<file path="src/sv/tfg_pkg.sv">
// Shared types, constants and helpers for the triangle frame geometry block.
package tfg_pkg;

	localparam int unsigned COMP_W = 32;
	localparam int unsigned CSUM_W = 34;
	localparam int unsigned AREA_W = 31;
	localparam int unsigned IN_TDATA_W = 288;
	localparam int unsigned OUT_TDATA_W = 136;

	localparam logic [63:0] ONE_Q24 = 64'h0000_0000_0100_0000;

	// last count value of each working phase of the back end
	localparam logic [5:0] CROSS_LAST = 6'd6;
	localparam logic [5:0] SQN_LAST = 6'd9;
	localparam logic [5:0] SQRT_LAST = 6'd63;
	localparam logic [5:0] DIV_LAST = 6'd25;
	localparam logic [5:0] SQE_LAST = 6'd3;
	localparam logic [5:0] EX_LAST = 6'd6;

	// ceil(2^34 / 3) less its 2^32 term, which is added as a shift
	localparam logic [30:0] RECIP3_LO = 31'h5555_5556;

	localparam logic [2:0] K_EDGE12 = 3'd0;
	localparam logic [2:0] K_EDGE13 = 3'd1;
	localparam logic [2:0] K_NORMAL = 3'd2;
	localparam logic [2:0] K_EY = 3'd3;
	localparam logic [2:0] K_EX = 3'd4;
	localparam logic [2:0] K_CENTROID = 3'd5;

	typedef logic [2:0][31:0] vec3_t;
	typedef logic [2:0][33:0] sum3_t;

	typedef struct packed {
		vec3_t e12;
		vec3_t e13;
		sum3_t csum;
	} item_t;

	typedef struct packed {
		vec3_t e12;
		vec3_t e13;
		vec3_t nn;
		vec3_t ey;
		vec3_t ex;
		vec3_t ce;
		logic [30:0] area;
		logic zarea;
		logic zedge;
	} res_t;

	typedef enum logic [3:0] {
		B_IDLE,
		B_CROSS,
		B_SQN,
		B_SQRTN,
		B_DIVN,
		B_SQE,
		B_SQRTE,
		B_DIVE,
		B_EX,
		B_DONE
	} bstate_t;

	typedef enum logic [2:0] {
		T_NONE,
		T_SET,
		T_SUB,
		T_ACC0,
		T_ACC33,
		T_ACC64
	} tag_op_t;

	typedef struct packed {
		tag_op_t op;
		logic [1:0] idx;
	} tag_t;

	function automatic logic [31:0] sat32(input logic [63:0] v);
		logic signed [63:0] s;
		begin
			s = $signed(v);
			if (s > 64'sh0000_0000_7FFF_FFFF)
				sat32 = 32'h7FFF_FFFF;
			else if (s < 64'shFFFF_FFFF_8000_0000)
				sat32 = 32'h8000_0000;
			else
				sat32 = v[31:0];
		end
	endfunction

endpackage

</file>
<file path="src/sv/tfg_queue.sv">
// Two-entry queue between front and back end.
module tfg_queue (
	input  logic            clk,
	input  logic            arst_n,
	input  logic            in_valid,
	output logic            in_ready,
	input  tfg_pkg::item_t  in_item,
	output logic            out_valid,
	input  logic            out_ready,
	output tfg_pkg::item_t  out_item
);

	tfg_pkg::item_t  mem_q [2];
	logic            wr_q;
	logic            rd_q;
	logic [1:0]      cnt_q;
	logic            push;
	logic            pop;

	assign in_ready = (cnt_q != 2'd2);
	assign out_valid = (cnt_q != 2'd0);
	assign out_item = mem_q[rd_q];
	assign push = in_valid && in_ready;
	assign pop = out_valid && out_ready;

	always_ff @(posedge clk or negedge arst_n) begin
		if (!arst_n) begin
			wr_q <= 1'b0;
			rd_q <= 1'b0;
			cnt_q <= 2'd0;
		end else begin
			if (push)
				wr_q <= !wr_q;
			if (pop)
				rd_q <= !rd_q;
			if (push && !pop)
				cnt_q <= cnt_q + 2'd1;
			else if (pop && !push)
				cnt_q <= cnt_q - 2'd1;
		end
	end

	always_ff @(posedge clk) begin
		if (push) begin
			mem_q[wr_q] <= in_item;
		end
	end

endmodule

</file>
<file path="config.mk">
export PLATFORM = sky130hd
export DESIGN_NAME = tfg_queue
export DESIGN_NICKNAME = d
export VERILOG_FILES = /design/src/sv/tfg_pkg.sv /design/src/sv/tfg_queue.sv
export SDC_FILE = /design/constraint.sdc
export NUM_CORES = 1
export LEC_CHECK = 0
export BUFFER_PORTS_ARGS = -buffer_cell sky130_fd_sc_hd__buf_2
export CAP_MARGIN = 20
export CELL_PAD_IN_SITES_DETAIL_PLACEMENT = 0
export CELL_PAD_IN_SITES_GLOBAL_PLACEMENT = 1
export CORE_AREA = 10 10 224 226
export CTS_CLUSTER_SIZE = 28
export DETAILED_ROUTE_END_ITERATION = 10
export DIE_AREA = 0 0 234 236
export GPL_TIMING_DRIVEN = 0
export PLACE_DENSITY = 0.91
export SLEW_MARGIN = 30
export SYNTH_ARGS = -nofsm -noshare
export SYNTH_HDL_FRONTEND = slang
export SYNTH_SLANG_ARGS = --single-unit
</file>
<file path="constraint.sdc">
create_clock -name clk -period 30 [get_ports clk]
set_clock_uncertainty 0.2 [all_clocks]
set_input_delay 6 -clock clk [delete_from_list [all_inputs] [get_ports clk]]
set_output_delay 6 -clock clk [all_outputs]
set_load 0.03 [all_outputs]
</file>
* Yosys cells after proc, flatten, opt, wreduce, memory -nomap -nowiden
Memories as Yosys holds them, arrays and structs flattened.
Index checks and enable logic that the tools add are counted.
** Operators by class
- Add/subtract/negate cells :: 2
- Equal/unequal tests :: 1
- Multiplexer cells :: 4
- Reduce and logical (&&, ||, !) cells :: 10
** Operators by type and width (count)
- 1-bit logical AND :: 4
- 1-bit logical NOT :: 4
- 2-bit 2-to-1 mux :: 2
- 2-bit nonzero test :: 2
- 2-bit by 1-bit adder with 2-bit output (second input constant) :: 1
- 1-bit 2-to-1 mux :: 2
- 2-bit != test (second input constant) :: 1
- 2-bit by 1-bit subtractor with 2-bit output (second input constant) :: 1
** Word-level totals
- Register bits after elaboration :: 4
- Memory bits (writable) :: 588
- Input port bits :: 298
- Output and inout bits :: 296
- Word-level logic and storage cells :: 21
- Memories kept :: 1
** Memories
- mem_q :: depth 2, width 294, read ports 1, clocked after memory_dff 0, write ports 1, line tfg_queue.sv:13 : tfg_pkg::item_t mem_q [2];

* Longest topological paths before layout
- Word-level depth :: 6
- Gate-level depth with buffers :: 7
- Depth with buffers taken out :: 7

* Worst setup path after synthesis
OpenSTA, ideal clock, no wires.
- Path kind :: input to register
- Start :: input in_valid
- End :: memory mem_q[0][0] in the netlist's numbering, enable pin
- Setup time :: 956 ps
- Arrival :: 18272 ps
- Data required time :: 28844 ps
- Setup slack :: 10572 ps
- Cell stages on the path :: 2
- Path buffers :: 0
- Cell sequence :: nand2_1 nor2_1
** Between the ends
- Longest elaborated chain between the ends :: 3
** Ends and longest elaborated chain
- from (decl) :: line tfg_queue.sv:5 : input logic in_valid,
- 1-bit logical AND :: line tfg_queue.sv:23 : assign push = in_valid && in_ready;
- 1-bit 2-to-1 mux :: line tfg_queue.sv:44 : if (push) begin
- 1-bit 2-to-1 mux (not written as such) :: line tfg_queue.sv:45 : mem_q[wr_q] <= in_item;
- to (decl) :: line tfg_queue.sv:13
Every way passes these cells.

==> reports/qor.txt <==
Commonest cells post-synth -> 588 x edfxtp_1, 273 x mux2_2, 29 x buf_6
core area -> 45900 µm²
Post-Route Setup TNS -> 0 ns
die area -> 55200 µm²
top post-synthesis cells by area -> edfxtp_1 82%, mux2_2 14%, buf_6 1.5%, mux2_4 1.4%, dfrtp_1 0.46%
CP top delay family -> buffers and inverters
hold bufs inserted after CTS -> 0
crit path capture type -> output port
Non-Filler Instances -> 2276
crit path buf inv count -> 4
# DRC -> 0
most used cell along the critical path -> buf_6
worst-path fanout max -> 10
Starting Density -> 47.1%
max_cap viols -> 0
Rel. slew slack -> 64.5%
root buffer cell -> clkbuf_16
crit-path cells -> buf_6 -> buf_6 -> buf_6 -> mux2_2 -> buf_2
unrepaired setup endpoints after global routing -> false
leading area contributor after synthesis -> edfxtp_1
pwr/cell area -> 110 nW/µm²
layout cells sized above 1 -> 62.0%
Final Max Slew Viols -> 0
Nets -> 1908
Max Fclk -> 121 MHz
status -> completed
Fill cells -> 3185
Critical Path RT -> 23.80 ns
CTS clk-pin slew, worst paths -> 0.06 ns
count leader, synth -> edfxtp_1
input/output buffers -> 593
Gates resized, CTS repair -> 0
clk buf depth -> 3
Final Critical Period -> 8.25 ns
total wire length -> 53200 µm
number of DRC markers after the initial detailed-route iteration -> 709
DR top layer -> met5
Syn Area/Cell -> 23.1 µm²
Rows -> 79
Routed Antenna Nets -> 0
Die Wd -> 234 µm
TritonCTS clock tree -> yes
Core Util, Final -> 60.6%
wire length on met1 -> 18000 µm
Cell Area, Synth -> 21600 µm²
area grow syn2layout -> 28.8%
setup violators final -> 0
post-DR vias/cell -> 5.02
RePlAce Congestion -> 0.817
ys async rst share -> 0.676%
total power -> 3050 µW
H-tree levels -> 2
Yosys reg bits -> 592
Final Hold Vio Count -> 0
Post-Syn Nets -> 1232
dpl ws -> 21.70 ns
met3 routed WL -> 4470 µm
Tcrit/Tclk final -> 27.5%
Yosys warnings -> 0
HP Class -> register to register
die span in y -> 236 µm
number of global-route vias before repair -> 12232
post-DP HPWL -> 39600 µm
Post-synth EDFFs -> 588
Max stage delay on crit path -> 0.38 ns
Worst setup SP type -> register
placed cell count -> 2156
Skew-Pair Late Insertion Delay -> 0.59 ns
GR Util All Layers -> 18.4%
met2 WL -> 29100 µm
top cell type's share of synthesized area -> 81.8%
initial antenna violation count -> 17
Post-Synthesis Cells -> 933
num ports -> 594
sequential area share after synthesis -> 82.3%
Main synth FF type -> edfxtp_1
drt first pass iters -> 5
Pleak -> 0.0105 µW
Post-CTS Setup Bufs -> 0
Slew @ Worst Pin -> 0.533 ns
Worst path slowest cell -> mux2_2
peak supply drop -> 0.0808 mV
routed vias -> 11430
first-pass GRT wire length -> 76500 µm
largest net degree at the start of global routing -> 48
cts bufs inserted -> 58
Worst EP arrival -> 2.05 ns
final global-route overflow total -> 0
CTS Sinks -> 592
Avg WL per Cell -> 23.4 µm
Cell variety after synth -> 16
post-route setup slack -> 21.75 ns
WS Path Type -> register to output port
cells in the final DEF, fill, tap and decap left out, types with 4 or more instances in the layout:
cell type / n
clkinv_1: 15
clkinv_2: 6
dfrtp_1: 4
buf_2: 597
clkbuf_16: 59
bufinv_16: 5
clkinvlp_4: 6
mux2_2: 273
diode_2: 13
edfxtp_1: 588
clkbuf_1: 10
buf_6: 29
mux2_4: 20
buf_12: 5
buf_16: 17
path summary, 6_finish.rpt:
check	slack (ns)	end	from	cells past startpoint
min reg2reg	0.29	cnt_q[1]	cnt_q[1]	1
min in group asynchronous	5.00	wr_q	arst_n	1
max	21.75	out_item[74]	rd_q	5
max in group asynchronous	24.47	cnt_q[0]	arst_n	1
min	0.29	cnt_q[1]	cnt_q[1]	1
max reg2reg	27.22	mem_q[1][167]	cnt_q[0]	6
registers in the layout, summed over array words and instances (netlist names):
signal and count:
rd_q 1, wr_q 1, cnt_q 2, mem_q 588
area by class of cell:
class	instances	area, µm²	share of cell area [%]
Inverter	1	3.75	0.0135
Buffer	33	347	1.25
Tap cell	607	759	2.73
Antenna cell	13	32.5	0.117
Multi-Input combinational cell	307	3490	12.5
Sequential cell	592	17800	63.9
Clock inverter	38	349	1.26
Timing Repair Buffer	616	3550	12.8
Clock buffer	69	1510	5.45
metrics by stage:
| step | instance area (µm²) | hold slack (ns) |
|---|---|---|
| global route | 27800 | 0.307 |
| CTS | 27800 | 0.292 |
| detailed placement | 25900 | 0.277 |
| finish | 27800 | 0.289 |
| floorplan | 21600 | 0.256 |
| global placement | 25300 | 0.275 |
logic make-up after synthesis:
group	count (synthesis)	synth area share (%)
adders and majority gates	1	0.0580
DFF	592	82.3
buffers and inverters	34	1.62
muxes	294	15.7
and+or+nand+nor	7	0.157
xor gates and xnor gates	5	0.203
where the power goes:
group / switching [µW] / internal (µW) / total [µW]
combinational: 766 / 421 / 1190
sequential: 39.7 / 1130 / 1170
clock: 298 / 404 / 701
total: 1100 / 1950 / 3050
layer usage:
metal,up-vias,global-route usage (%)
li1,5119,-
met1,5777,19.0
met2,422,33.7
met3,102,6.30
met4,10,6.65
met5,-,0
(Power assumes the default switching activity.)
