==> src/sv/tfg_pkg.sv <==
// Shared types, constants and helpers for the triangle frame geometry block.
package tfg_pkg;

	localparam int unsigned COMP_W = 32;
	localparam int unsigned CSUM_W = 34;
	localparam int unsigned AREA_W = 31;
	localparam int unsigned IN_TDATA_W = 288;
	localparam int unsigned OUT_TDATA_W = 136;

	localparam logic [63:0] ONE_Q24 = 64'h0000_0000_0100_0000;

	// last count value of each working phase of the back end
	localparam logic [5:0] CROSS_LAST = 6'd6;
	localparam logic [5:0] SQN_LAST = 6'd9;
	localparam logic [5:0] SQRT_LAST = 6'd63;
	localparam logic [5:0] DIV_LAST = 6'd25;
	localparam logic [5:0] SQE_LAST = 6'd3;
	localparam logic [5:0] EX_LAST = 6'd6;

	// ceil(2^34 / 3) less its 2^32 term, which is added as a shift
	localparam logic [30:0] RECIP3_LO = 31'h5555_5556;

	localparam logic [2:0] K_EDGE12 = 3'd0;
	localparam logic [2:0] K_EDGE13 = 3'd1;
	localparam logic [2:0] K_NORMAL = 3'd2;
	localparam logic [2:0] K_EY = 3'd3;
	localparam logic [2:0] K_EX = 3'd4;
	localparam logic [2:0] K_CENTROID = 3'd5;

	typedef logic [2:0][31:0] vec3_t;
	typedef logic [2:0][33:0] sum3_t;

	typedef struct packed {
		vec3_t e12;
		vec3_t e13;
		sum3_t csum;
	} item_t;

	typedef struct packed {
		vec3_t e12;
		vec3_t e13;
		vec3_t nn;
		vec3_t ey;
		vec3_t ex;
		vec3_t ce;
		logic [30:0] area;
		logic zarea;
		logic zedge;
	} res_t;

	typedef enum logic [3:0] {
		B_IDLE,
		B_CROSS,
		B_SQN,
		B_SQRTN,
		B_DIVN,
		B_SQE,
		B_SQRTE,
		B_DIVE,
		B_EX,
		B_DONE
	} bstate_t;

	typedef enum logic [2:0] {
		T_NONE,
		T_SET,
		T_SUB,
		T_ACC0,
		T_ACC33,
		T_ACC64
	} tag_op_t;

	typedef struct packed {
		tag_op_t op;
		logic [1:0] idx;
	} tag_t;

	function automatic logic [31:0] sat32(input logic [63:0] v);
		logic signed [63:0] s;
		begin
			s = $signed(v);
			if (s > 64'sh0000_0000_7FFF_FFFF)
				sat32 = 32'h7FFF_FFFF;
			else if (s < 64'shFFFF_FFFF_8000_0000)
				sat32 = 32'h8000_0000;
			else
				sat32 = v[31:0];
		end
	endfunction

endpackage

==> src/sv/tfg_front.sv <==
// Front end: takes a triangle, forms saturated edges and vertex sums.
module tfg_front (
	input  logic                 clk,
	input  logic                 arst_n,
	input  logic                 s_tvalid,
	output logic                 s_tready,
	input  logic [287:0]         s_tdata,
	output logic                 item_valid,
	output tfg_pkg::item_t       item,
	input  logic                 item_ready
);

	logic            valid_s1;
	tfg_pkg::item_t  item_s1;
	tfg_pkg::item_t  item_d;

	always_comb begin
		logic [63:0] v1, v2, v3;
		item_d = '0;
		for (int c = 0; c < 3; c++) begin
			v1 = {{32{s_tdata[c*32+31]}}, s_tdata[c*32 +: 32]};
			v2 = {{32{s_tdata[96+c*32+31]}}, s_tdata[96+c*32 +: 32]};
			v3 = {{32{s_tdata[192+c*32+31]}}, s_tdata[192+c*32 +: 32]};
			item_d.e12[c] = tfg_pkg::sat32(v2 - v1);
			item_d.e13[c] = tfg_pkg::sat32(v3 - v1);
			item_d.csum[c] = v1[33:0] + v2[33:0] + v3[33:0];
		end
	end

	assign s_tready = !valid_s1 || item_ready;
	assign item_valid = valid_s1;
	assign item = item_s1;

	always_ff @(posedge clk or negedge arst_n) begin
		if (!arst_n) begin
			valid_s1 <= 1'b0;
		end else if (s_tready) begin
			valid_s1 <= s_tvalid;
		end
	end

	always_ff @(posedge clk) begin
		if (s_tvalid && s_tready) begin
			item_s1 <= item_d;
		end
	end

endmodule

==> config.mk <==
export PLATFORM = sky130hd
export DESIGN_NAME = tfg_front
export DESIGN_NICKNAME = d
export VERILOG_FILES = /design/src/sv/tfg_pkg.sv /design/src/sv/tfg_front.sv
export SDC_FILE = /design/constraint.sdc
export NUM_CORES = 1
export LEC_CHECK = 0
export ABC_AREA = 1
export BUFFER_PORTS_ARGS = -buffer_cell sky130_fd_sc_hd__buf_2
export CAP_MARGIN = 20
export CORE_MARGIN = 3
export CORE_UTILIZATION = 52
export CTS_CLUSTER_DIAMETER = 60
export DETAILED_ROUTE_END_ITERATION = 10
export PLACE_DENSITY = 0.79
export SLEW_MARGIN = 20
export SYNTH_ARGS = -nofsm -noshare
export SYNTH_HDL_FRONTEND = slang
export SYNTH_SLANG_ARGS = --single-unit
==> constraint.sdc <==
create_clock -name clk -period 14.7 [get_ports clk]
set_clock_uncertainty 0.2 [all_clocks]
set_input_delay 0 -clock clk [delete_from_list [all_inputs] [get_ports clk]]
set_output_delay 0 -clock clk [all_outputs]
set_load 0.01 [all_outputs]
; After elaboration in Yosys (flattened, before gate mapping)
; Cells that the tools add are included.
[word_totals]
ff_bits = 295
inputBits = 292
out_inout_bits = 296
wordCells = 43
[classes]
addsub = 12
order_cmp = 12
n_mux = 6
reduce_logical = 3
[op_table]
columns = cell, count
row1 = 33-bit by 32-bit greater-than comparator with 1-bit output (second input constant), 6
row2 = 33-bit by 32-bit < comparator with 1-bit output (second input constant), 6
row3 = 32-bit by 32-bit subtractor with 33-bit output, 6
row4 = 32-bit 2-to-1 mux, 6
row5 = 33-bit by 32-bit adder with 34-bit output, 3
row6 = 32-bit by 32-bit adder with 33-bit output, 3
row7 = 1-bit logical AND, 1
row8 = 1-bit zero test, 1
row9 = 1-bit logical OR, 1

; Logic depth before layout (Yosys ltp)
[depth]
depth_word = 3
mapped_depth = 22
depth_no_buf = 21

; Least setup slack after synthesis
; No wires, ideal clock.
[synth_path]
path_type = flip-flop to flip-flop
from = register valid_s1, in the netlist item_valid
to = register item_s1 (netlist bit item[0]) (enable)
setup_time_ps = 1047
t_arrival_ps = 14550
required_time_ps = 13453
path_slack_ps = -1097
stages_incl_launch_ff = 2
path_buffers = 0
period_less_slack_ps = 15797
path_cell_list = dfrtp_1 -> a21oi_1
[synth_via]
elab_chain_len = 3
[synth_lines]
columns = item, line
row1 = start: declaration, tfg_front.sv:13  ; logic valid_s1;
row2 = start signal: assignment, tfg_front.sv:38  ; valid_s1 <= s_tvalid;
row3 = 1-bit zero test, tfg_front.sv:30  ; assign s_tready = !valid_s1 || item_ready;
row4 = 1-bit logical OR, tfg_front.sv:30
row5 = 1-bit logical AND, tfg_front.sv:43  ; if (s_tvalid && s_tready) begin
row6 = end signal: assignment, tfg_front.sv:44  ; item_s1 <= item_d;
row7 = end: declaration, tfg_front.sv:14  ; tfg_pkg::item_t item_s1;
; Every way passes these cells.
; A chain may end at the register's enable or synchronous reset.

==> out/summary.txt <==
Run status = complete, no violations
Die area = 0.0616 mm^2
CP startpoint kind = primary input
Bufs on Longest Clock Path = 3
Layout cells sized above 1 = 0.154
Post-synthesis xor/xnor area fraction = 0.0601
Routed wire length = 118 mm
Final HPWL DP = 93.7 mm
Total power = 4.13 mW
Residual DRC count = 0
Std cell rows = 88
Area leader, netlist = edfxtp_1
Clk_lat worst skew = 0.57 ns
Simple-Gate Fraction of Synth Area = 0.266
Pwr dens = 108 mW/mm^2
Cells after synthesis = 4096
Pleak = 19.1 nW
Cell variety after synth = 51
Main synth FF type = edfxtp_1
Mux contribution to synthesized area = 0
Iter 0 DRT Violations = 2831
TritonCTS clock tree = done
Number of global-route vias before repair = 31600
First-pass GRT wire length = 177 mm
Worst reg2reg setup slack = 11.87 ns
Worst Path Max Fanout = 4
Reg2Reg Launch Point = item_valid
DR pass1 iterations = 7
Vias = 32300
Post-Layout Inst Area = 0.0383 mm^2
Die Wd = 248 um
Final setup fails = 0
I/O pin total = 588
Initial Util = 0.527
Crit. End Element = flip-flop
Routed WL per cell = 20.4 um
Clock sink count = 295
Crit path kind = primary input to flip-flop
Achievable Freq = 234 MHz
Grt ovf = 0
Max-cap violation count = 0
Hold WC Path Type = primary input to flip-flop
Hold Path Sink = item[255]
Largest family of logic cells by synthesized area = simple AND/OR/NAND/NOR gates
CTS Buf Count = 40
Number of antenna violations at the first check in global routing = 7
Final slew viol count = 0
Net count, final = 5658
Worst Reg-to-Reg Cells = 3
Core area = 0.0578 mm^2
Arr. time, crit path = 4.38 ns
RSZ-0062 raised after global routing = false
Routability cong. = 1.04
Min Tclk post-route = 4.27 ns
Top-count cell post-synth = nand2_1
Synth Cell Area = 0.0305 mm^2
Max-slew headroom = 0.278
ANT nets after route = 0
Dominant cells by area after synthesis = edfxtp_1 (29%), nand2_1 (15%), ha_1 (12%)
Worst-margin pin slew = 1.08 ns
Syn-to-layout area delta = 25.8%
Largest net degree at the start of global routing = 144
Die height = 248 um
#FFs+latches synth = 295
Net Count, Synth = 4781
Setup_tns = 0 ns
EDFF count, synth = 294
H-tree levels = 2
IO Port Bufs = 587
Worst Hold Launch = s_tdata[153]
Compound-Gate Fraction of Synth Area = 0.118
Clock transition at path regs = 0.06 ns
Ys async rst share = 0.00339
Tot GR Track Use = 0.373
R2R Path End = item[131]
Sequential share of the synthesized area = 0.290
Final Hold Vio Count = 0
Final period util = 0.290
Yosys warnings = 0
Req. time, crit path = 14.82 ns
Synth cell count leaders = nand2_1 (1251), inv_1 (561), a21oi_1 (343), nor2_1 (298), edfxtp_1 (294)
Post-CTS sizing = 0
Max VDD drop = 0.0000979 V
Syn Area/Cell = 7.44 um^2
Via density = 5.60
CTS root buffer = clkbuf_16
Post-Synth Adder-Cell Area = 0.187
Synth top area share = 0.290
Hold path depth = 5
Placed instance area = 0.0341 mm^2
-- layer usage --
layer,track usage,routed length (um),vias to the layer above
li1,-,-,15300
met1,0.457,45200,14800
met2,0.615,53800,1713
met3,0.0833,10900,471
met4,0.202,7690,2
met5,0,11,-
-- metrics by stage --
stage	setup slack, ns	util	std cells	hold slack (ns)
2_1_floorplan	5.40	-	4096	-0.496
3_3_place_gp	11.17	0.591	5412	-0.425
3_5_place_dp	11.05	0.591	5412	-0.423
4_1_cts	10.64	0.663	5765	0.00169
5_1_grt	10.24	0.663	5770	0.0112
6_report	10.43	0.663	5774	0.0112
-- how the worst max path moves through the flow --
stage	start	slack (ns)	to
3_3_place_gp	s_tdata[1]	11.17	item[21]
6_report	s_tdata[65]	10.43	item[99]
2_1_floorplan	item_ready	5.40	item[0]
4_1_cts	s_tdata[1]	10.64	item[21]
3_5_place_dp	s_tdata[64]	11.05	item[170]
5_1_grt	s_tdata[65]	10.24	item[99]
-- cell usage in the layout (no fill, tap or decap), drive strengths merged, types with 4 or more instances in the layout --
cell / Yosys / layout
a21boi: 9 / 9
o221a: 8 / 8
a21o: 16 / 16
ha: 288 / 288
nor3b: 8 / 8
buf: 26 / 591
o21ai: 204 / 204
nand3b: 12 / 12
a211oi: 9 / 9
a21oi: 350 / 350
a31oi: 4 / 4
clkinv: 0 / 10
o21bai: 15 / 15
and2: 10 / 10
clkbuf: 13 / 46
dlygate4sd3: 0 / 283
xor2: 134 / 134
nand2: 1303 / 1303
inv: 566 / 573
nand4: 39 / 39
bufinv: 0 / 4
xnor2: 71 / 71
nor2: 313 / 313
nand2b: 7 / 7
o21a: 18 / 18
nor4: 11 / 11
nor3: 45 / 45
a221oi: 6 / 6
edfxtp: 294 / 294
fa: 105 / 105
nand3: 195 / 195
o211ai: 5 / 5
diode: 0 / 8
-- kinds of logic after synthesis --
family / Yosys count
flops: 295
xor+xnor: 205
buf+inv: 605
compound gates: 650
simple gates: 1948
fa+ha+maj: 393
-- report_power, final --
part,switching (mW),total [mW],internal (mW)
Combinational,1.22,1.91,0.691
Clock,0.415,1.01,0.590
Sequential,0.0552,1.22,1.16
Total,1.69,4.13,2.44
-- flip-flops by register name, indices dropped and copies added (netlist names) --
name        flops
item_valid      1
item          294
-- critical path, stage by stage --
cell           delay (ns)
dlygate4sd3_1        0.55
buf_2                0.18
fa_1                 0.56
dlygate4sd3_1        0.58
ha_1                 0.18
inv_1                0.06
fa_1                 0.40
o21ai_0              0.33
nand2_1              0.13
nand2_1              0.24
inv_1                0.06
o21ai_0              0.32
a21oi_1              0.20
o21bai_1             0.31
a21oi_1              0.13
xor2_1               0.16
-- layout make-up --
class	count	area (um^2)
diodes	8	20.0
clock buffers	46	1040
clock inverters	24	287
fillers	4960	19500
inverters	566	2120
multi-input cells	3196	19200
flip-flops and latches	295	8850
well taps	765	957
repair buffers	874	5820
-- timing repair --
item	CTS	global route
hold buffers	283	0
setup buffers	0	0
endpoints found under the hold margin	193	0
Power figures use the tool's default switching activity.
