## src/sv/tfg_pkg.sv

```systemverilog
// Shared types, constants and helpers for the triangle frame geometry block.
package tfg_pkg;

	localparam int unsigned COMP_W = 32;
	localparam int unsigned CSUM_W = 34;
	localparam int unsigned AREA_W = 31;
	localparam int unsigned IN_TDATA_W = 288;
	localparam int unsigned OUT_TDATA_W = 136;

	localparam logic [63:0] ONE_Q24 = 64'h0000_0000_0100_0000;

	// last count value of each working phase of the back end
	localparam logic [5:0] CROSS_LAST = 6'd6;
	localparam logic [5:0] SQN_LAST = 6'd9;
	localparam logic [5:0] SQRT_LAST = 6'd63;
	localparam logic [5:0] DIV_LAST = 6'd25;
	localparam logic [5:0] SQE_LAST = 6'd3;
	localparam logic [5:0] EX_LAST = 6'd6;

	// ceil(2^34 / 3) less its 2^32 term, which is added as a shift
	localparam logic [30:0] RECIP3_LO = 31'h5555_5556;

	localparam logic [2:0] K_EDGE12 = 3'd0;
	localparam logic [2:0] K_EDGE13 = 3'd1;
	localparam logic [2:0] K_NORMAL = 3'd2;
	localparam logic [2:0] K_EY = 3'd3;
	localparam logic [2:0] K_EX = 3'd4;
	localparam logic [2:0] K_CENTROID = 3'd5;

	typedef logic [2:0][31:0] vec3_t;
	typedef logic [2:0][33:0] sum3_t;

	typedef struct packed {
		vec3_t e12;
		vec3_t e13;
		sum3_t csum;
	} item_t;

	typedef struct packed {
		vec3_t e12;
		vec3_t e13;
		vec3_t nn;
		vec3_t ey;
		vec3_t ex;
		vec3_t ce;
		logic [30:0] area;
		logic zarea;
		logic zedge;
	} res_t;

	typedef enum logic [3:0] {
		B_IDLE,
		B_CROSS,
		B_SQN,
		B_SQRTN,
		B_DIVN,
		B_SQE,
		B_SQRTE,
		B_DIVE,
		B_EX,
		B_DONE
	} bstate_t;

	typedef enum logic [2:0] {
		T_NONE,
		T_SET,
		T_SUB,
		T_ACC0,
		T_ACC33,
		T_ACC64
	} tag_op_t;

	typedef struct packed {
		tag_op_t op;
		logic [1:0] idx;
	} tag_t;

	function automatic logic [31:0] sat32(input logic [63:0] v);
		logic signed [63:0] s;
		begin
			s = $signed(v);
			if (s > 64'sh0000_0000_7FFF_FFFF)
				sat32 = 32'h7FFF_FFFF;
			else if (s < 64'shFFFF_FFFF_8000_0000)
				sat32 = 32'h8000_0000;
			else
				sat32 = v[31:0];
		end
	endfunction

endpackage

```

## src/sv/tfg_emit.sv

```systemverilog
// Result sequencer: six result transfers per triangle through an output register.
module tfg_emit (
	input  logic            clk,
	input  logic            arst_n,
	input  logic            res_valid,
	output logic            res_ready,
	input  tfg_pkg::res_t   res,
	output logic            m_tvalid,
	input  logic            m_tready,
	output logic [135:0]    m_tdata,
	output logic [2:0]      m_tuser,
	output logic            m_tlast
);

	tfg_pkg::res_t   bank_q;
	logic [2:0]      k_q;
	logic            busy_q;
	logic            m_tvalid_q;
	logic [135:0]    m_tdata_q;
	logic [2:0]      m_tuser_q;
	logic            m_tlast_q;
	logic            load;
	tfg_pkg::vec3_t  vsel;

	assign res_ready = !busy_q;
	assign load = busy_q && (!m_tvalid_q || m_tready);
	assign m_tvalid = m_tvalid_q;
	assign m_tdata = m_tdata_q;
	assign m_tuser = m_tuser_q;
	assign m_tlast = m_tlast_q;

	always_comb begin
		case (k_q)
			tfg_pkg::K_EDGE12:   vsel = bank_q.e12;
			tfg_pkg::K_EDGE13:   vsel = bank_q.e13;
			tfg_pkg::K_NORMAL:   vsel = bank_q.nn;
			tfg_pkg::K_EY:       vsel = bank_q.ey;
			tfg_pkg::K_EX:       vsel = bank_q.ex;
			tfg_pkg::K_CENTROID: vsel = bank_q.ce;
			default:             vsel = '0;
		endcase
	end

	always_ff @(posedge clk or negedge arst_n) begin
		if (!arst_n) begin
			busy_q <= 1'b0;
			k_q <= tfg_pkg::K_EDGE12;
			m_tvalid_q <= 1'b0;
		end else begin
			if (res_valid && !busy_q) begin
				busy_q <= 1'b1;
				k_q <= tfg_pkg::K_EDGE12;
			end else if (load) begin
				k_q <= k_q + 3'd1;
				if (k_q == tfg_pkg::K_CENTROID)
					busy_q <= 1'b0;
			end
			if (load)
				m_tvalid_q <= 1'b1;
			else if (m_tready)
				m_tvalid_q <= 1'b0;
		end
	end

	always_ff @(posedge clk) begin
		if (res_valid && !busy_q)
			bank_q <= res;
		if (load) begin
			m_tdata_q <= {7'd0, bank_q.zedge, bank_q.zarea, bank_q.area,
				vsel[2], vsel[1], vsel[0]};
			m_tuser_q <= k_q;
			m_tlast_q <= (k_q == tfg_pkg::K_CENTROID);
		end
	end

endmodule

```

## config.mk

```make
export PLATFORM = sky130hd
export DESIGN_NAME = tfg_emit
export DESIGN_NICKNAME = d
export VERILOG_FILES = /design/src/sv/tfg_pkg.sv /design/src/sv/tfg_emit.sv
export SDC_FILE = /design/constraint.sdc
export NUM_CORES = 1
export LEC_CHECK = 0
export ABC_CLOCK_PERIOD_IN_PS = 17600
export BUFFER_PORTS_ARGS = -buffer_cell sky130_fd_sc_hd__buf_2
export CAP_MARGIN = 20
export CORE_AREA = 2 2 297 299
export CTS_BUF_LIST = sky130_fd_sc_hd__clkbuf_16
export DETAILED_ROUTE_END_ITERATION = 10
export DIE_AREA = 0 0 299 301
export PLACE_DENSITY_LB_ADDON = 0.25
export SLEW_MARGIN = 20
export SYNTH_ARGS = -nofsm -noshare
export SYNTH_HDL_FRONTEND = slang
export SYNTH_SLANG_ARGS = --single-unit
```

## constraint.sdc

```tcl
create_clock -name clk -period 17.6 [get_ports clk]
set_input_delay 1.76 -clock clk [delete_from_list [all_inputs] [get_ports clk]]
set_output_delay 1.76 -clock clk [all_outputs]
set_load 0.02 [all_outputs]
```

Word-level counts from Yosys, hierarchy flattened
Cells that the tools add are included.
Storage, ports and cells
  bits in read-only memories: 0
  output and inout bits: 142
  memories: 0
  bits in writable memories: 0
  word-level logic and storage cells: 51
  bits in registers: 747
  latch bits: 0
Cells by class
  eq/ne operators: 5
  $add $sub $neg: 1
  div/mod/pow operators: 0
  shifts and indexed selects: 0
  bitwise gates (word level): 0
  $mul: 0
  mux-type cells: 8
  reduce and logical (&&, ||, !) cells: 10
  magnitude comparators: 0
Operator list (count)
  $pmux 96 s6: 1
  $eq 3x2->1 const B: 2
  $eq 3x3->1 const B: 2
  $mux 3: 2
  $reduce_bool 2->1: 3
  $mux 1: 5
  $add 3x1->3 const B: 1
  $eq 3x1->1 const B: 1
  $logic_not 3->1: 1
  $logic_and 1x1->1: 2
  $logic_not 1->1: 2
  $reduce_and 2->1: 1
  $logic_or 1x1->1: 1

Longest topological paths before layout
Gate-level depths: netlist of the first run.
  word-level depth: 5
  depth in mapped cells: 9
  depth with buffers taken out: 5

Least setup slack after synthesis of the first run
Ideal clock, no wire load.
  kind: input port to flip-flop
  from: in res_valid
  to: reg bank_q[0] (netlist name) (enable)
  slack: 3.061 ns
  arrival time: 13.585 ns
  path buffers: 0
  stages on the path: 2
  required time: 16.646 ns
  cell sequence: nand2b_1 -> inv_1
On the way
  word-level cells in the longest chain between the ends: 1
Ends and longest elaborated chain
  from (decl): RTL line tfg_emit.sv:5  | input logic res_valid,
  $logic_and 1x1->1: RTL line tfg_emit.sv:66  | if (res_valid && !busy_q)
  to (signal assigned): RTL line tfg_emit.sv:67  | bank_q <= res;
  to (decl): RTL line tfg_emit.sv:15  | tfg_pkg::res_t bank_q;
Every way passes these cells.
A chain may end at the register's enable or synchronous reset.

Worst setup path in the final report of the first run
  from: in res_valid
  to: reg bank_q[133] (netlist name) (enable)
Same word-level chain as after synthesis.

==> results of run 1 <==
worst max-delay path by stage:
| stage | slack [ns] | start | endpoint |
|---|---|---|---|
| floorplan | 3.06 | res_valid | bank_q[0] |
| global placement | 12.75 | res_valid | bank_q[343] |
| detailed placement | 12.62 | res_valid | bank_q[247] |
| CTS | 13.31 | res_valid | bank_q[250] |
| global route | 13.13 | res_valid | bank_q[481] |
| finish | 13.37 | res_valid | bank_q[133] |
through the flow:
| step | hold WS [ns] | cell area [um^2] | instances | setup WS, ns | power [mW] |
|---|---|---|---|---|---|
| 6_report | 0.410 | 33800 | 3302 | 13.37 | 5.62 |
| 3_3_place_gp | 0.400 | 31300 | 3136 | 12.75 | 4.05 |
| 3_5_place_dp | 0.405 | 31300 | 3136 | 12.62 | 4.07 |
| 4_1_cts | 0.408 | 33800 | 3280 | 13.31 | 5.70 |
| 2_1_floorplan | 0.400 | 26300 | 1305 | 3.06 | 3.63 |
| 5_1_grt | 0.421 | 33800 | 3297 | 13.13 | 5.89 |
cell type report:
cell class	instances	share of cell area (%)
diodes	22	0.163
clock buffers	85	6.29
clock inverters	59	1.17
inverters	6	0.104
multi-input cells	464	10.3
flip-flops and latches	747	66.2
well taps	1155	4.27
repair buffers	764	11.5
report_power, final:
part	internal, mW	switching, mW	total [mW]	leakage [nW]
sequential	2.42	0.110	2.53	6.89
combinational	0.493	0.979	1.47	4.71
clock	0.930	0.687	1.62	1.33
total	3.84	1.78	5.62	12.9
flip-flops by register name, indices dropped and copies added, names as in the netlist:
| signal | count |
|---|---|
| bank_q | 609 |
| busy_q | 1 |
| k_q | 3 |
| m_tdata | 129 |
| m_tlast | 1 |
| m_tuser | 3 |
| m_tvalid | 1 |
placed cells by master, fill, tap and decap left out:
master / n
edfxtp_1: 742
clkbuf_16: 85
a22o_1: 43
inv_8: 1
ha_1: 1
a21oi_1: 44
dfrtp_1: 4
a211o_1: 43
nor2_1: 44
a22oi_1: 132
a222oi_1: 52
clkinv_2: 9
mux2i_1: 2
mux2_2: 18
inv_6: 6
buf_4: 15
diode_2: 22
buf_12: 2
clkinvlp_4: 2
and3_1: 1
and2_2: 2
conb_1: 7
inv_1: 29
a21o_1: 44
ha_4: 4
clkinv_8: 2
clkinv_1: 12
a31o_2: 1
dfrtp_4: 1
buf_2: 747
nor2b_1: 1
bufinv_16: 4
nand2_1: 22
a31oi_1: 1
nand2b_1: 2
routing by layer:
layer | share of wire (%) | GRT usage (%) | vias to the layer above
met2 | 53 | 28.8 | 651
met1 | 36 | 17.7 | 7759
li1 | - | - | 6952
met4 | 2.8 | 6.32 | 24
met3 | 8.3 | 5.14 | 153
met5 | 0.22 | 0 | -
worst register-to-register path: stages (launching register included):
cell and delay (ns):
dfrtp_1 0.42, nand2b_1 0.29, inv_8 0.54, buf_4 0.85
buf_12 0.78
cell families after synthesis:
| logic type | after synthesis | synth area share [%] |
|---|---|---|
| simple gates | 72 | 1.08 |
| other cells | 1 | 0.0143 |
| buf+inv | 94 | 1.90 |
| compound gates | 360 | 10.8 |
| fa+ha+maj | 5 | 0.238 |
| flops | 747 | 85.2 |
| mux | 20 | 0.846 |
==> results.cfg, run 1 <==
[synthesis]
syn_area_um2 = 26300
synth_top_area_share_pct = 84.7
ys_async_sr_fraction_pct = 0.669
yosys_warnings = 0
synthMostInstantiatedCell = edfxtp_1
netlist_instances = 1299
ys.flop_type = edfxtp_1
synth_edf_count = 742
synth_commonest_cells = 742 x edfxtp_1, 132 x a22oi_1, 52 x a222oi_1
synth-seq-cells = 747
netlist_top_cells_area = edfxtp_1 85%, a22oi_1 3.8%, a222oi_1 2.0%
ys_types = 25
syn_avg_cell_area_um2 = 20.3
synth.largest_area_cell = edfxtp_1
yosysSeqAreaShare_pct = 85.2

[clock_tree]
cts_setup_buffers = 0
cts_root_buffer = clkbuf_16
numCtsBuffers = 83
post_cts_resized = 0
worstSkewPairLatency_ns = 0.62
cts_max_path_buffers = 3
clock-sinks = 747
holdBufCountCts = 0
cts_max_level = 3
cts_tree = yes
path_clk_slew_ns = 0.06

[sta]
tightest_slew_ns = 1.09
setup_viol = 0
slew_viol_final = 0
skew_ns = 0.0219
max_freq_mhz = 237
hold_viol = 0
period_share_pct = 24.0
grt_setup_unrepaired = no
max_slew_margin_pct = 27.2
setup_tns_ns = 0
layout_min_cycle_time_ns = 4.23

[layout]
fin_util_pct = 39.1
nets = 2684
seqCellArea_um2 = 22400
syn2layout_area_growth_pct = 28.6
multi_input_area_um2 = 3480
drive_gt1_share_pct = 42.3
num-fill-cells = 8104

[routing]
route.detailed.drc = 0
drtIter0Drc = 1292
drt_first_pass_iters = 6
dr_total_vias = 15500
ant_nets = 0
routed_wl_mm = 75.5
wl_per_cell_um = 22.9
routed_via_density = 4.71

[hold_path]
hold_start = bank_q[6]
hold_class = register to register
holdPathEnd = m_tdata[100]
hold_depth = 0

[floorplan]
start_util_pct = 30.4
die_w_um = 299
io_pins = 755
die_h_um = 301
core-area_um2 = 86500
dieArea_um2 = 90000
core.rowCount = 108

[global_route]
grt_max_degree = 185
antenna_found_initial = 34
grt_pass1_wl_mm = 106
grt_util_all_layers_pct = 16.1
grt_overflow_total = 0
grt_pass1_vias = 16500

[setup_path]
reg2reg_from = busy_q
worstSetupEndpointType = register
cp.required_ns = 17.83
cp.arrival_ns = 4.46
critPathMaxFanout = 168
r2r_cells = 4
path_delay_family = buffers and inverters
cp_slowest_stage_delay_ns = 0.85
critPathLaunchType = input port
worstPathCellList = buf_2 > nand2b_1 > inv_8 > buf_4 > buf_12
reg2reg_to = bank_q[133]
slowest_stage = buf_4
critical_path_depth = 5
crit_buf_inv = 4
crit_type = input port to register
r2r_setup_slack_ns = 14.12

[placed_design]
gp_congestion = 0.850
hpwl_mm = 50.5
port_buffers = 747

[pwr]
p_leak_nw = 12.9
vdd_drop_max_mv = 0.0925
power.density_nw_per_um2 = 166

[flow_run]
cap_violations = 0

[run_status]
status = finished clean
(Power assumes the default switching activity.)
==> run 2: changes to the inputs <==
ABC_AREA = 1   (was not set)
ABC_CLOCK_PERIOD_IN_PS = 4000   (was 17600)
CORE_AREA = 2 2 296 298   (was 2 2 297 299)
DIE_AREA = 0 0 298 300   (was 0 0 299 301)
clock period = 4 ns   (was 17.6 ns; I/O delays follow)
==> run 2 against run 1 <==
Via count up 38%. Critical path type is now register to register. Setup slack worse by 12 ns. Worst hold slack worse by 0.32 ns. Critical endpoint is now m_tdata[45].
==> results.cfg, run 2 <==
[clock_tree]
cts_root_buffer = clkbuf_16
cts_setup_buffers = 0
clock-sinks = 747
cts_tree = yes
cts_max_path_buffers = 3
holdBufCountCts = 610
cts_max_level = 3
path_clk_slew_ns = 0.06
post_cts_resized = 0
numCtsBuffers = 83
worstSkewPairLatency_ns = 0.63

[sta]
layout_min_cycle_time_ns = 2.42
setup_viol = 0
slew_viol_final = 0
tightest_slew_ns = 0.919
hold_ws_ns = 0.0905
layout_setup_ws_ns = 1.58
setup_tns_ns = 0
skew_ns = 0.0218
period_share_pct = 60.6
hold_viol = 0
max_freq_mhz = 413
grt_setup_unrepaired = no
max_slew_margin_pct = 38.7

[floorplan]
die_h_um = 300
core.rowCount = 108
start_util_pct = 32.7
core-area_um2 = 86200
io_pins = 755
die_w_um = 298
dieArea_um2 = 89400

[placed_design]
pre_cts_slack_ns = 1.54
placedCellCount = 3879
port_buffers = 747
gp_congestion = 0.840
hpwl_mm = 56.2
dpl-instance-area_um2 = 33200

[setup_path]
critPathLaunchType = register
critPathMaxFanout = 59
cp.arrival_ns = 2.91
cp.required_ns = 4.49
worstSetupEndpointType = register
crit_type = register to register

[flow_run]
cap_violations = 0

[routing]
routed_wl_mm = 89.7
dr_total_vias = 21400
ant_nets = 0
route.detailed.drc = 0
routed_via_density = 4.61
drt_first_pass_iters = 5
wl_per_cell_um = 19.3
drtIter0Drc = 1347

[synthesis]
synthMostInstantiatedCell = edfxtp_1
yosys_warnings = 0
synth_commonest_cells = 742 x edfxtp_1, 492 x nand2_1, 484 x nand3_1
ys_types = 14
syn_area_um2 = 28200
synth_edf_count = 742
syn_avg_cell_area_um2 = 13.7
synth-seq-cells = 747
synth.largest_area_cell = edfxtp_1
ys.flop_type = edfxtp_1
yosysSeqAreaShare_pct = 79.4
ys_async_sr_fraction_pct = 0.669
synth_top_area_share_pct = 79.0
netlist_instances = 2056
netlist_top_cells_area = edfxtp_1 79%, nand3_1 8.6%, nand2_1 6.5%

[pwr]
total_power_mw = 25.8
p_leak_nw = 17.4
vdd_drop_max_mv = 0.388
power.density_nw_per_um2 = 613

[layout]
layout_common_cells = 747 x buf_2, 742 x edfxtp_1, 610 x dlygate4sd3_1
top_register = bank_q
final_cells = 4653
nets = 4037
drive_gt1_share_pct = 26.4
largest_reg_flops = 609
mostFrequentLayoutCell = buf_2
fin_util_pct = 48.9
syn2layout_area_growth_pct = 49.5
final_cell_area_um2 = 42200

[run_status]
status = finished clean

[global_route]
grt_pass1_wl_mm = 133
use_met3_pct = 4.29
grt_max_degree = 133
met2_usage_pct = 34.6
top_usage_layer = met2
grt_pass1_vias = 22700
antenna_found_initial = 15
grt_util_all_layers_pct = 19.5
grt_overflow_total = 0
grt.met1_usage_pct = 22.6

[hold_path]
hold_class = input port to register
==> run 2: cell families after synthesis <==
kind of cell	synth area share [%]
adders and majority gates	0.222
buffers and inverters	3.92
DFF	79.4
other	0.0133
and+or+nand+nor	16.4
==> run 2: cell type report <==
class                           instances  area [um^2]
Multi-Input combinational cell       1085         4780
Clock inverter                         67          718
Clock buffer                           83         2080
Antenna cell                           14         35.0
Fill cell                            7440        44000
Timing Repair Buffer                 1396        10300
Inverter                              106          414
Sequential cell                       747        22400
Tap cell                             1155         1450
==> run 2: critical path, cell delays in order (launching register included) <==
cell	delay, ns
dfrtp_4	0.68
inv_8	0.39
ha_4	0.54
buf_12	0.33
nand2_1	0.10
nand2_1	0.08
nor2_1	0.05
nand2_1	0.06
==> run 2: path summary, 6_finish.rpt <==
check	from	end	slack, ns	depth (start not counted)
setup / recovery	k_q[2]	m_tdata[45]	1.58	7
setup reg to reg	k_q[2]	m_tdata[45]	1.58	7
hold / removal	res_valid	busy_q	0.09	4
hold reg to reg	bank_q[24]	m_tdata[118]	0.41	0
max in group asynchronous	arst_n	k_q[2]	3.66	2
min in group asynchronous	arst_n	m_tvalid	0.17	2
==> run 2: where the power goes <==
group          internal [mW]  switching, mW  total (mW)
Clock                   4.65           3.19        7.84
Sequential              10.2          0.441        10.7
Combinational           2.29           5.02        7.31
==> run 2: metal layers <==
metal,routed length [um],vias up,share of wire [%]
met3,6010,229,6.7
met4,3710,6,4.1
li1,-,10000,-
met2,45900,944,51
met5,44,-,0.049
met1,34000,10300,38
